<file path="src/rtl/klp_pkg.sv">
// klp_pkg: shared constants, types and command codes of the keyframe player.
// Used by klp_serial_div and keyframe_lerp_player; no dependencies.
`default_nettype none

package klp_pkg;

  localparam int DW        = 32;              // channel width, signed Q16.16
  localparam int MAX_KEYS  = 16;              // keyframe table depth
  localparam int KEY_AW    = $clog2(MAX_KEYS);
  localparam int CNT_W     = KEY_AW + 1;      // key count holds MAX_KEYS itself
  localparam int STEP_BITS = 10;
  localparam int NUM_CH    = 3;               // x, z, turn
  localparam int CH_W      = 2;

  localparam logic [STEP_BITS-1:0] STEPS_RESET = STEP_BITS'(100);
  localparam logic [CNT_W-1:0]     MIN_KEYS    = CNT_W'(2);

  // Divider: exact key difference is one bit wider than a channel
  localparam int DIVIDEND_W = DW + 1;
  localparam int DIV_CW     = $clog2(DIVIDEND_W + 1);

  typedef logic [NUM_CH-1:0][DW-1:0] chan3_t;

  typedef enum logic [1:0] {
    CMD_STORE = 2'd0,
    CMD_PLAY  = 2'd1,
    CMD_TICK  = 2'd2,
    CMD_NOP   = 2'd3
  } cmd_e;

  typedef enum logic [2:0] {
    ST_IDLE,
    ST_RD_A,
    ST_RD_B,
    ST_DIV_GO,
    ST_DIV_WAIT
  } state_e;

endpackage

`default_nettype wire

</file>
<file path="src/rtl/keyframe_lerp_player.sv">
// keyframe_lerp_player: top level, keyframe table, command sequencer, accumulators.
// Depends on klp_pkg and klp_serial_div.
`default_nettype none

// Linear keyframe player for three signed Q16.16 channels (x, z, turn).
// A command beat is taken when start is high and busy is low; every command
// gives exactly one result beat, shown on the result ports for one cycle with
// done_o high. The receiver cannot stall, so it must take each result beat in
// that cycle. Store, stop, a rejected play, no-op, a tick while stopped, a
// plain interpolation tick and a tick that ends playback finish without
// raising busy: the result appears in the cycle after the command and another
// command may follow every cycle. A play that starts playback, and a tick that
// moves on to the next segment, reload the segment: two reads of the keyframe
// table, then three increments (next key minus this key, divided by
// steps_per_segment) through one shared bit-serial divider at one quotient bit
// per cycle. Busy falls in the cycle that shows the result. The step count
// register is written through the cfg channel, which is always ready; write
// it only while the block is idle. A step count of zero divides by one and
// makes every tick advance a segment.
module keyframe_lerp_player
  import klp_pkg::*;
(
  input  wire logic                 clk_i,
  input  wire logic                 rst_ni,
  // command channel
  input  wire logic                 start,
  output logic                      busy,
  input  wire logic [1:0]           cmd_i,
  input  wire logic signed [DW-1:0] key_x_i,
  input  wire logic signed [DW-1:0] key_z_i,
  input  wire logic signed [DW-1:0] key_turn_i,
  // configuration: steps_per_segment
  input  wire logic                 cfg_valid_i,
  output logic                      cfg_ready_o,
  input  wire logic [STEP_BITS-1:0] cfg_data_i,
  // result beat
  output logic                      done_o,
  output logic signed [DW-1:0]      pos_x_o,
  output logic signed [DW-1:0]      pos_z_o,
  output logic signed [DW-1:0]      heading_o,
  output logic                      playing_o,
  output logic [3:0]                segment_o,
  output logic                      ended_o,
  output logic                      rejected_o
);

  // Keyframe table: one 96-bit row per key {turn, z, x}, registered read
  chan3_t            mem_q [MAX_KEYS];
  chan3_t            rdata_q;
  logic [KEY_AW-1:0] rd_addr;
  logic              mem_we;
  chan3_t            mem_wdata;

  state_e                state_q, state_d;
  logic [CNT_W-1:0]      count_q, count_d;
  chan3_t                cur_q, cur_d;
  chan3_t                step_q, step_d;
  chan3_t                akey_q, akey_d;      // key where the segment starts
  logic                  run_q, run_d;
  logic [KEY_AW-1:0]     seg_q, seg_d;
  logic [STEP_BITS-1:0]  tick_q, tick_d;
  logic [STEP_BITS-1:0]  steps_q, steps_d;
  logic [CH_W-1:0]       ch_q, ch_d;
  logic                  load_cur_q, load_cur_d; // play start also loads key 0
  logic                  done_q, done_d;
  logic                  ended_q, ended_d;
  logic                  rej_q, rej_d;

  logic                  accept;
  cmd_e                  cmd;
  logic                  full;
  logic [CNT_W:0]        seg_end;
  logic                  div_start, div_done;
  logic [DIVIDEND_W-1:0] dividend;
  logic [DW-1:0]         quotient;
  logic [STEP_BITS-1:0]  divisor;
  logic [DW-1:0]         b_ch, a_ch;

  assign accept  = start && (state_q == ST_IDLE);
  assign cmd     = cmd_e'(cmd_i);
  assign full    = (count_q == CNT_W'(MAX_KEYS));
  // playback ends when the next segment would need a key not stored yet
  assign seg_end = {2'b00, seg_q} + (CNT_W+1)'(1) + {1'b0, MIN_KEYS};

  assign mem_wdata = {key_turn_i, key_z_i, key_x_i};

  // divider operands: exact 33-bit difference of this channel's two keys
  assign b_ch     = rdata_q[ch_q];
  assign a_ch     = akey_q[ch_q];
  assign dividend = {b_ch[DW-1], b_ch} - {a_ch[DW-1], a_ch};
  assign divisor  = (steps_q == '0) ? STEP_BITS'(1) : steps_q;

  klp_serial_div u_div (
    .clk_i      (clk_i),
    .rst_ni     (rst_ni),
    .start_i    (div_start),
    .dividend_i (dividend),
    .divisor_i  (divisor),
    .done_o     (div_done),
    .quotient_o (quotient)
  );

  always_comb begin
    state_d    = state_q;
    count_d    = count_q;
    cur_d      = cur_q;
    step_d     = step_q;
    akey_d     = akey_q;
    run_d      = run_q;
    seg_d      = seg_q;
    tick_d     = tick_q;
    steps_d    = steps_q;
    ch_d       = ch_q;
    load_cur_d = load_cur_q;
    done_d     = 1'b0;
    ended_d    = ended_q;
    rej_d      = rej_q;
    mem_we     = 1'b0;
    div_start  = 1'b0;
    rd_addr    = seg_q + KEY_AW'(1);

    if (cfg_valid_i) begin
      steps_d = cfg_data_i;
    end

    unique case (state_q)
      ST_IDLE: begin
        if (accept) begin
          ended_d = 1'b0;
          rej_d   = 1'b0;
          done_d  = 1'b1;
          case (cmd)
            CMD_STORE: begin
              if (full) begin
                rej_d = 1'b1;
              end else begin
                mem_we  = 1'b1;
                count_d = count_q + CNT_W'(1);
              end
            end
            CMD_PLAY: begin
              if (!run_q && (count_q >= MIN_KEYS)) begin
                seg_d      = '0;
                tick_d     = '0;
                load_cur_d = 1'b1;
                done_d     = 1'b0;
                state_d    = ST_RD_A;
              end else begin
                run_d = 1'b0;
                rej_d = 1'b1;
              end
            end
            CMD_TICK: begin
              if (run_q) begin
                if (tick_q >= steps_q) begin
                  if (seg_end > {1'b0, count_q}) begin
                    seg_d   = '0;
                    run_d   = 1'b0;
                    ended_d = 1'b1;
                  end else begin
                    seg_d      = seg_q + KEY_AW'(1);
                    tick_d     = '0;
                    load_cur_d = 1'b0;
                    done_d     = 1'b0;
                    state_d    = ST_RD_A;
                  end
                end else begin
                  for (int c = 0; c < NUM_CH; c++) begin
                    cur_d[c] = cur_q[c] + step_q[c];
                  end
                  tick_d = tick_q + STEP_BITS'(1);
                end
              end
            end
            default: begin
              // no-op: result shows current state
            end
          endcase
        end
      end
      ST_RD_A: begin
        rd_addr = seg_q;
        state_d = ST_RD_B;
      end
      ST_RD_B: begin
        // rdata holds key[seg]; key[seg+1] arrives next cycle and stays put
        akey_d = rdata_q;
        if (load_cur_q) begin
          cur_d = rdata_q;
        end
        ch_d    = '0;
        state_d = ST_DIV_GO;
      end
      ST_DIV_GO: begin
        div_start = 1'b1;
        state_d   = ST_DIV_WAIT;
      end
      ST_DIV_WAIT: begin
        if (div_done) begin
          step_d[ch_q] = quotient;
          if (ch_q == CH_W'(NUM_CH - 1)) begin
            run_d   = 1'b1;
            done_d  = 1'b1;
            state_d = ST_IDLE;
          end else begin
            ch_d    = ch_q + CH_W'(1);
            state_d = ST_DIV_GO;
          end
        end
      end
      default: begin
        state_d = ST_IDLE;
      end
    endcase
  end

  always_ff @(posedge clk_i or negedge rst_ni) begin
    if (!rst_ni) begin
      state_q    <= ST_IDLE;
      count_q    <= '0;
      cur_q      <= '0;
      step_q     <= '0;
      run_q      <= 1'b0;
      seg_q      <= '0;
      tick_q     <= '0;
      steps_q    <= STEPS_RESET;
      ch_q       <= '0;
      load_cur_q <= 1'b0;
      done_q     <= 1'b0;
      ended_q    <= 1'b0;
      rej_q      <= 1'b0;
    end else begin
      state_q    <= state_d;
      count_q    <= count_d;
      cur_q      <= cur_d;
      step_q     <= step_d;
      run_q      <= run_d;
      seg_q      <= seg_d;
      tick_q     <= tick_d;
      steps_q    <= steps_d;
      ch_q       <= ch_d;
      load_cur_q <= load_cur_d;
      done_q     <= done_d;
      ended_q    <= ended_d;
      rej_q      <= rej_d;
    end
  end

  always_ff @(posedge clk_i) begin
    akey_q <= akey_d;
  end

  // keyframe table: one write port at the fill count, one registered read port
  always_ff @(posedge clk_i) begin
    if (mem_we) begin
      mem_q[count_q[KEY_AW-1:0]] <= mem_wdata;
    end
    rdata_q <= mem_q[rd_addr];
  end

  assign busy        = (state_q != ST_IDLE);
  assign cfg_ready_o = 1'b1;
  assign done_o      = done_q;
  assign pos_x_o     = cur_q[0];
  assign pos_z_o     = cur_q[1];
  assign heading_o   = cur_q[2];
  assign playing_o   = run_q;
  assign segment_o   = seg_q;
  assign ended_o     = ended_q;
  assign rejected_o  = rej_q;

endmodule

`default_nettype wire

</file>
<file path="src/rtl/klp_serial_div.sv">
// klp_serial_div: bit-serial restoring divider, signed dividend by unsigned divisor,
// quotient truncated toward zero. Depends on klp_pkg.
`default_nettype none

module klp_serial_div
  import klp_pkg::*;
(
  input  wire logic                  clk_i,
  input  wire logic                  rst_ni,
  input  wire logic                  start_i,
  input  wire logic [DIVIDEND_W-1:0] dividend_i,
  input  wire logic [STEP_BITS-1:0]  divisor_i,
  output logic                       done_o,
  output logic [DW-1:0]              quotient_o
);

  logic [DIVIDEND_W-1:0] shreg_q, shreg_d;   // dividend bits out, quotient bits in
  logic [STEP_BITS-1:0]  rem_q, rem_d;
  logic [STEP_BITS-1:0]  dvsr_q, dvsr_d;
  logic [DIV_CW-1:0]     cnt_q, cnt_d;
  logic                  neg_q, neg_d;
  logic                  done_q, done_d;

  logic [STEP_BITS:0]    shifted;
  logic [STEP_BITS+1:0]  trial;
  logic [DIVIDEND_W-1:0] quot_full;

  always_comb begin
    shreg_d = shreg_q;
    rem_d   = rem_q;
    dvsr_d  = dvsr_q;
    cnt_d   = cnt_q;
    neg_d   = neg_q;
    done_d  = 1'b0;
    shifted = {rem_q, shreg_q[DIVIDEND_W-1]};
    trial   = {1'b0, shifted} - {2'b00, dvsr_q};
    if (start_i) begin
      neg_d   = dividend_i[DIVIDEND_W-1];
      shreg_d = dividend_i[DIVIDEND_W-1] ? (DIVIDEND_W'(0) - dividend_i) : dividend_i;
      rem_d   = '0;
      dvsr_d  = divisor_i;
      cnt_d   = DIV_CW'(DIVIDEND_W);
    end else if (cnt_q != '0) begin
      // one quotient bit per cycle
      if (!trial[STEP_BITS+1]) begin
        rem_d   = trial[STEP_BITS-1:0];
        shreg_d = {shreg_q[DIVIDEND_W-2:0], 1'b1};
      end else begin
        rem_d   = shifted[STEP_BITS-1:0];
        shreg_d = {shreg_q[DIVIDEND_W-2:0], 1'b0};
      end
      cnt_d  = cnt_q - DIV_CW'(1);
      done_d = (cnt_q == DIV_CW'(1));
    end
  end

  always_ff @(posedge clk_i or negedge rst_ni) begin
    if (!rst_ni) begin
      cnt_q  <= '0;
      done_q <= 1'b0;
    end else begin
      cnt_q  <= cnt_d;
      done_q <= done_d;
    end
  end

  always_ff @(posedge clk_i) begin
    shreg_q <= shreg_d;
    rem_q   <= rem_d;
    dvsr_q  <= dvsr_d;
    neg_q   <= neg_d;
  end

  assign quot_full  = neg_q ? (DIVIDEND_W'(0) - shreg_q) : shreg_q;
  assign quotient_o = quot_full[DW-1:0];
  assign done_o     = done_q;

endmodule

`default_nettype wire
</file>
<file path="config.mk">
export PLATFORM = sky130hd
export DESIGN_NAME = keyframe_lerp_player
export DESIGN_NICKNAME = d
export VERILOG_FILES = /design/src/rtl/klp_pkg.sv /design/src/rtl/keyframe_lerp_player.sv /design/src/rtl/klp_serial_div.sv
export SDC_FILE = /design/constraint.sdc
export NUM_CORES = 2
export LEC_CHECK = 0
export ABC_AREA = 1
export BUFFER_PORTS_ARGS = -buffer_cell sky130_fd_sc_hd__buf_2
export CAP_MARGIN = 20
export CELL_PAD_IN_SITES_DETAIL_PLACEMENT = 1
export CELL_PAD_IN_SITES_GLOBAL_PLACEMENT = 2
export CORE_MARGIN = 5
export CORE_UTILIZATION = 39
export CTS_BUF_LIST = sky130_fd_sc_hd__clkbuf_4 sky130_fd_sc_hd__clkbuf_8 sky130_fd_sc_hd__clkbuf_16
export DETAILED_ROUTE_END_ITERATION = 12
export GPL_TIMING_DRIVEN = 0
export PLACE_DENSITY_LB_ADDON = 0.1
export SYNTH_ARGS = -nofsm -noshare
export SYNTH_HDL_FRONTEND = slang
export SYNTH_SLANG_ARGS = --single-unit
</file>
<file path="constraint.sdc">
create_clock -name clk_i -period 6.3 [get_ports clk_i]
set_clock_uncertainty 0.2 [all_clocks]
set_input_delay 0.945 -clock clk_i [delete_from_list [all_inputs] [get_ports clk_i]]
set_output_delay 0.945 -clock clk_i [all_outputs]
set_load 0.02 [all_outputs]
</file>
==> metrics.txt <==
status finished, final reports clean; Initial Util 39.1%; Detailed Place HPWL 268000 um; final core utilization 45.6%; post-route ant nets 0; Synth Flop Type edfxtp_1; RSZ-0062 raised after global routing false; number of global-route vias before repair 67717; met3 Use GR 4.92%; Critical Path Source ch_q[0]$_DFFE_PN0P_; pre-CTS setup slack 0.991 ns; Final setup viols 0; Synth area leaders edfxtp_1, dfrtp_1, o21ai_0, nand2_1, nor2_1; nets@finish 8688; average wire per standard cell 31.5 um; via count 66651; CP delay by family, top simple AND/OR/NAND/NOR gates; Site Rows 174; slowest CP cell clkbuf_1; Seq/Total Area, Yosys 66.6%; initial DRC count 6781; CP max stage delay 0.63 ns; TritonRoute pass-1 iters 7; H-tree levels 4; number of synthesized flops with an enable pin 1676; dpl cell area 94700 sq um; vias per cell 5.74; Worst setup SP type flip-flop; Post-Synthesis Cells 7864; hold-critical path depth 3; Fillers 24053; CTS Sinks 2020; Worst R2R Start ch_q[0]$_DFFE_PN0P_; Num CTS Buffers 219; LEAKAGE 38.1 nW; full die area 234000 sq um; Syn-to-layout area delta 16.5%; Routability Congestion 0.919; power density cells 583 nW/um^2; Post-Syn Area 87700 sq um; post-synth top area cell edfxtp_1; Synth top area share 57.4%; DP Cell Count 11173; CP max FO 11; Final Hold Fails 0; TritonCTS clock tree built; Crit. End Element flip-flop; Die Ht 484 um; Design Area, Final 102000 sq um; worst path cell trace clkbuf_1 -> inv_1 -> clkbuf_1 -> clkbuf_1 -> nor2_1 -> o22ai_1 -> ha_1 -> nand2_1 -> inv_1 -> nand2_1 -> nand2_1 -> nand2_1 -> nand3_2 -> nand2_1 -> nand2_1 -> nor2_1 -> nand3_2 -> nor2_2 -> nand3_1 -> nand2_1 -> nand2_1 -> nand3_1 -> o21ai_0; max_slew headroom 20.0%; core area 224000 sq um; Fmax achieved 188 MHz; Max clock buf depth 3; Routed WL 366000 um; clk_lat worst skew 0.88 ns; Mean Syn Cell Area 11.2 sq um; initial antenna violation count 61; power after layout 59.6 mW; max-cap viol count 0; Reg clk slew, reported paths 0.06 ns; setup TNS 0 ns; hold_sp cfg_data_i[8]; worst hold path type in2reg; Total Routing Usage GR 30.3%; R2R Setup Slk 0.99 ns; cell mode on critical path nand2_1; grt ovf 0; async set-reset flop share out of synthesis 11.8%; Slew @ Worst Pin 1.20 ns; post-CTS setup buffer count 0; Min Hold Slack 0.0973 ns; Remaining DRCs 0; Mapped Nets 8148; Worst Hold Path EP steps_q[8]$_DFFE_PN0P_; worst path bufs/invs 5; CTS Root Cell clkbuf_16; met2 global-route usage 50.7%; fin. max-slew vios 0; busiest grt layer met2; R2R cell count 23; fin crit share 84.3%; Setup CP Type reg2reg; Finished Layout Cells 11613; Synth Warn # 0; layout cells sized above 1 10.3%; VDD IR max 408 uV; synthesis-stage register bit count 2020; die width 484 um; I/O pin count 218; first-pass GRT wire length 511000 um; M1 GR Usage 39.2%; Required @ worst endpoint 6.68 ns; Synth cell types 59; setup ws final 0.988 ns; Final min period 5.31 ns; reg-to-reg critical path endpoint u_div.shreg_q[23]$_DFFE_PP_; Worst EP arrival 5.69 ns; I/O Buffers 215; largest net degree at the start of global routing 105
worst max-delay path by stage:
stage / endpoint / slack (ns) / cells past startpoint
finish: u_div.shreg_q[23]$_DFFE_PP_ / 0.99 / 23
global route: u_div.shreg_q[23]$_DFFE_PP_ / 0.66 / 23
CTS: u_div.shreg_q[27]$_DFFE_PP_ / 0.97 / 24
detailed placement: u_div.shreg_q[27]$_DFFE_PP_ / 0.99 / 24
global placement: mem_q[4][66]$_DFFE_PP_ / -6.66 / 7
floorplan: mem_q[11][0]$_DFFE_PP_ / -0.03 / 6
power by group:
group,total [mW],internal [mW],switching (mW),leakage [nW]
clock network,13.3,7.76,5.59,3.69
logic,28.2,6.92,21.2,15.2
registers,18.1,16.1,2.02,19.2
total,59.6,30.7,28.8,38.1
layout make-up:
class	instances	area, sq um	share of cell area, %
Timing Repair Buffer	319	3110	3.04
Sequential cell	2020	58400	57.2
Buffer	430	1770	1.73
Clock inverter	125	1270	1.24
Inverter	390	1460	1.43
Clock buffer	285	6170	6.04
Antenna cell	28	70.1	0.0686
Tap cell	2992	3740	3.66
Multi-Input combinational cell	5024	26200	25.6
cells by family (layout without fill, tap and decap cells):
logic type	after synthesis	count (layout)	share of synthesized area, %
adders and majority gates	172	172	2.50
xor gates and xnor gates	123	123	1.23
buffers and inverters	820	1549	3.68
and+or+nand+nor	2771	2771	12.7
DFF	2020	2020	66.6
other	1	29	0.00428
AOI/OAI and AO/OA	1957	1957	13.3
sequential cells by signal, indices dropped and copies added, names as in the netlist, 32 cells and up:
signal and flops:
u_div.shreg_q 33, akey_q 96, pos_x_o 32, heading_o 32, mem_q 1536, step_q 96
rdata_q 96, pos_z_o 32
cell usage in the layout (no fill, tap or decap), types with 55 or more instances in the layout:
master,n
edfxtp_1,1676
nand2_1,1291
nand3_1,246
dfxtp_1,106
dfrtp_1,235
inv_1,373
xnor2_1,55
o22ai_1,118
xor2_1,68
a21oi_1,190
o221ai_1,277
nor2_1,1071
clkbuf_16,223
o211ai_1,135
o21ai_0,1071
ha_1,167
clkbuf_1,319
buf_12,69
buf_2,298
what timing repair did:
action	in CTS	in global routing
hold endpoints to repair	43	0
hold buffers	1	0
gates resized for setup	0	0
synth_stat cells (3+ instances only):
library cell,count
xnor2_1,55
buf_2,83
and2_1,8
o221ai_1,277
o31ai_1,8
nand2_1,1291
nor3_1,31
nand2_2,13
a21o_1,28
xor2_1,68
nor4_1,10
o21ai_0,1071
clkbuf_1,323
a21oi_1,190
nor2_2,12
inv_2,11
buf_4,8
nand4_1,29
o211ai_1,135
clkinv_1,6
a2bb2oi_1,33
o21a_1,12
edfxtp_1,1676
inv_1,373
nand3_1,246
a31oi_1,12
ha_1,167
fa_1,5
nor2_1,1087
nand3_2,5
dfxtp_1,106
o21ai_2,6
dfstp_2,3
or2_2,21
nand3b_1,7
buf_1,14
o22ai_1,118
dfrtp_1,235
o21ai_1,44
a21boi_0,9
o21bai_1,4
routing by layer:
metal / wire [um] / up-vias / part of all wire (%)
met5: 158 / - / 0.043
met1: 149000 / 34263 / 41
met4: 16500 / 24 / 4.5
li1: - / 29339 / -
met3: 24400 / 597 / 6.7
met2: 176000 / 2428 / 48
worst min-delay path, stage by stage:
cell and delay, ns:
buf_2 0.08, nand2_1 0.04, o21ai_0 0.06
No activity file was read; power rests on OpenSTA's default activity.
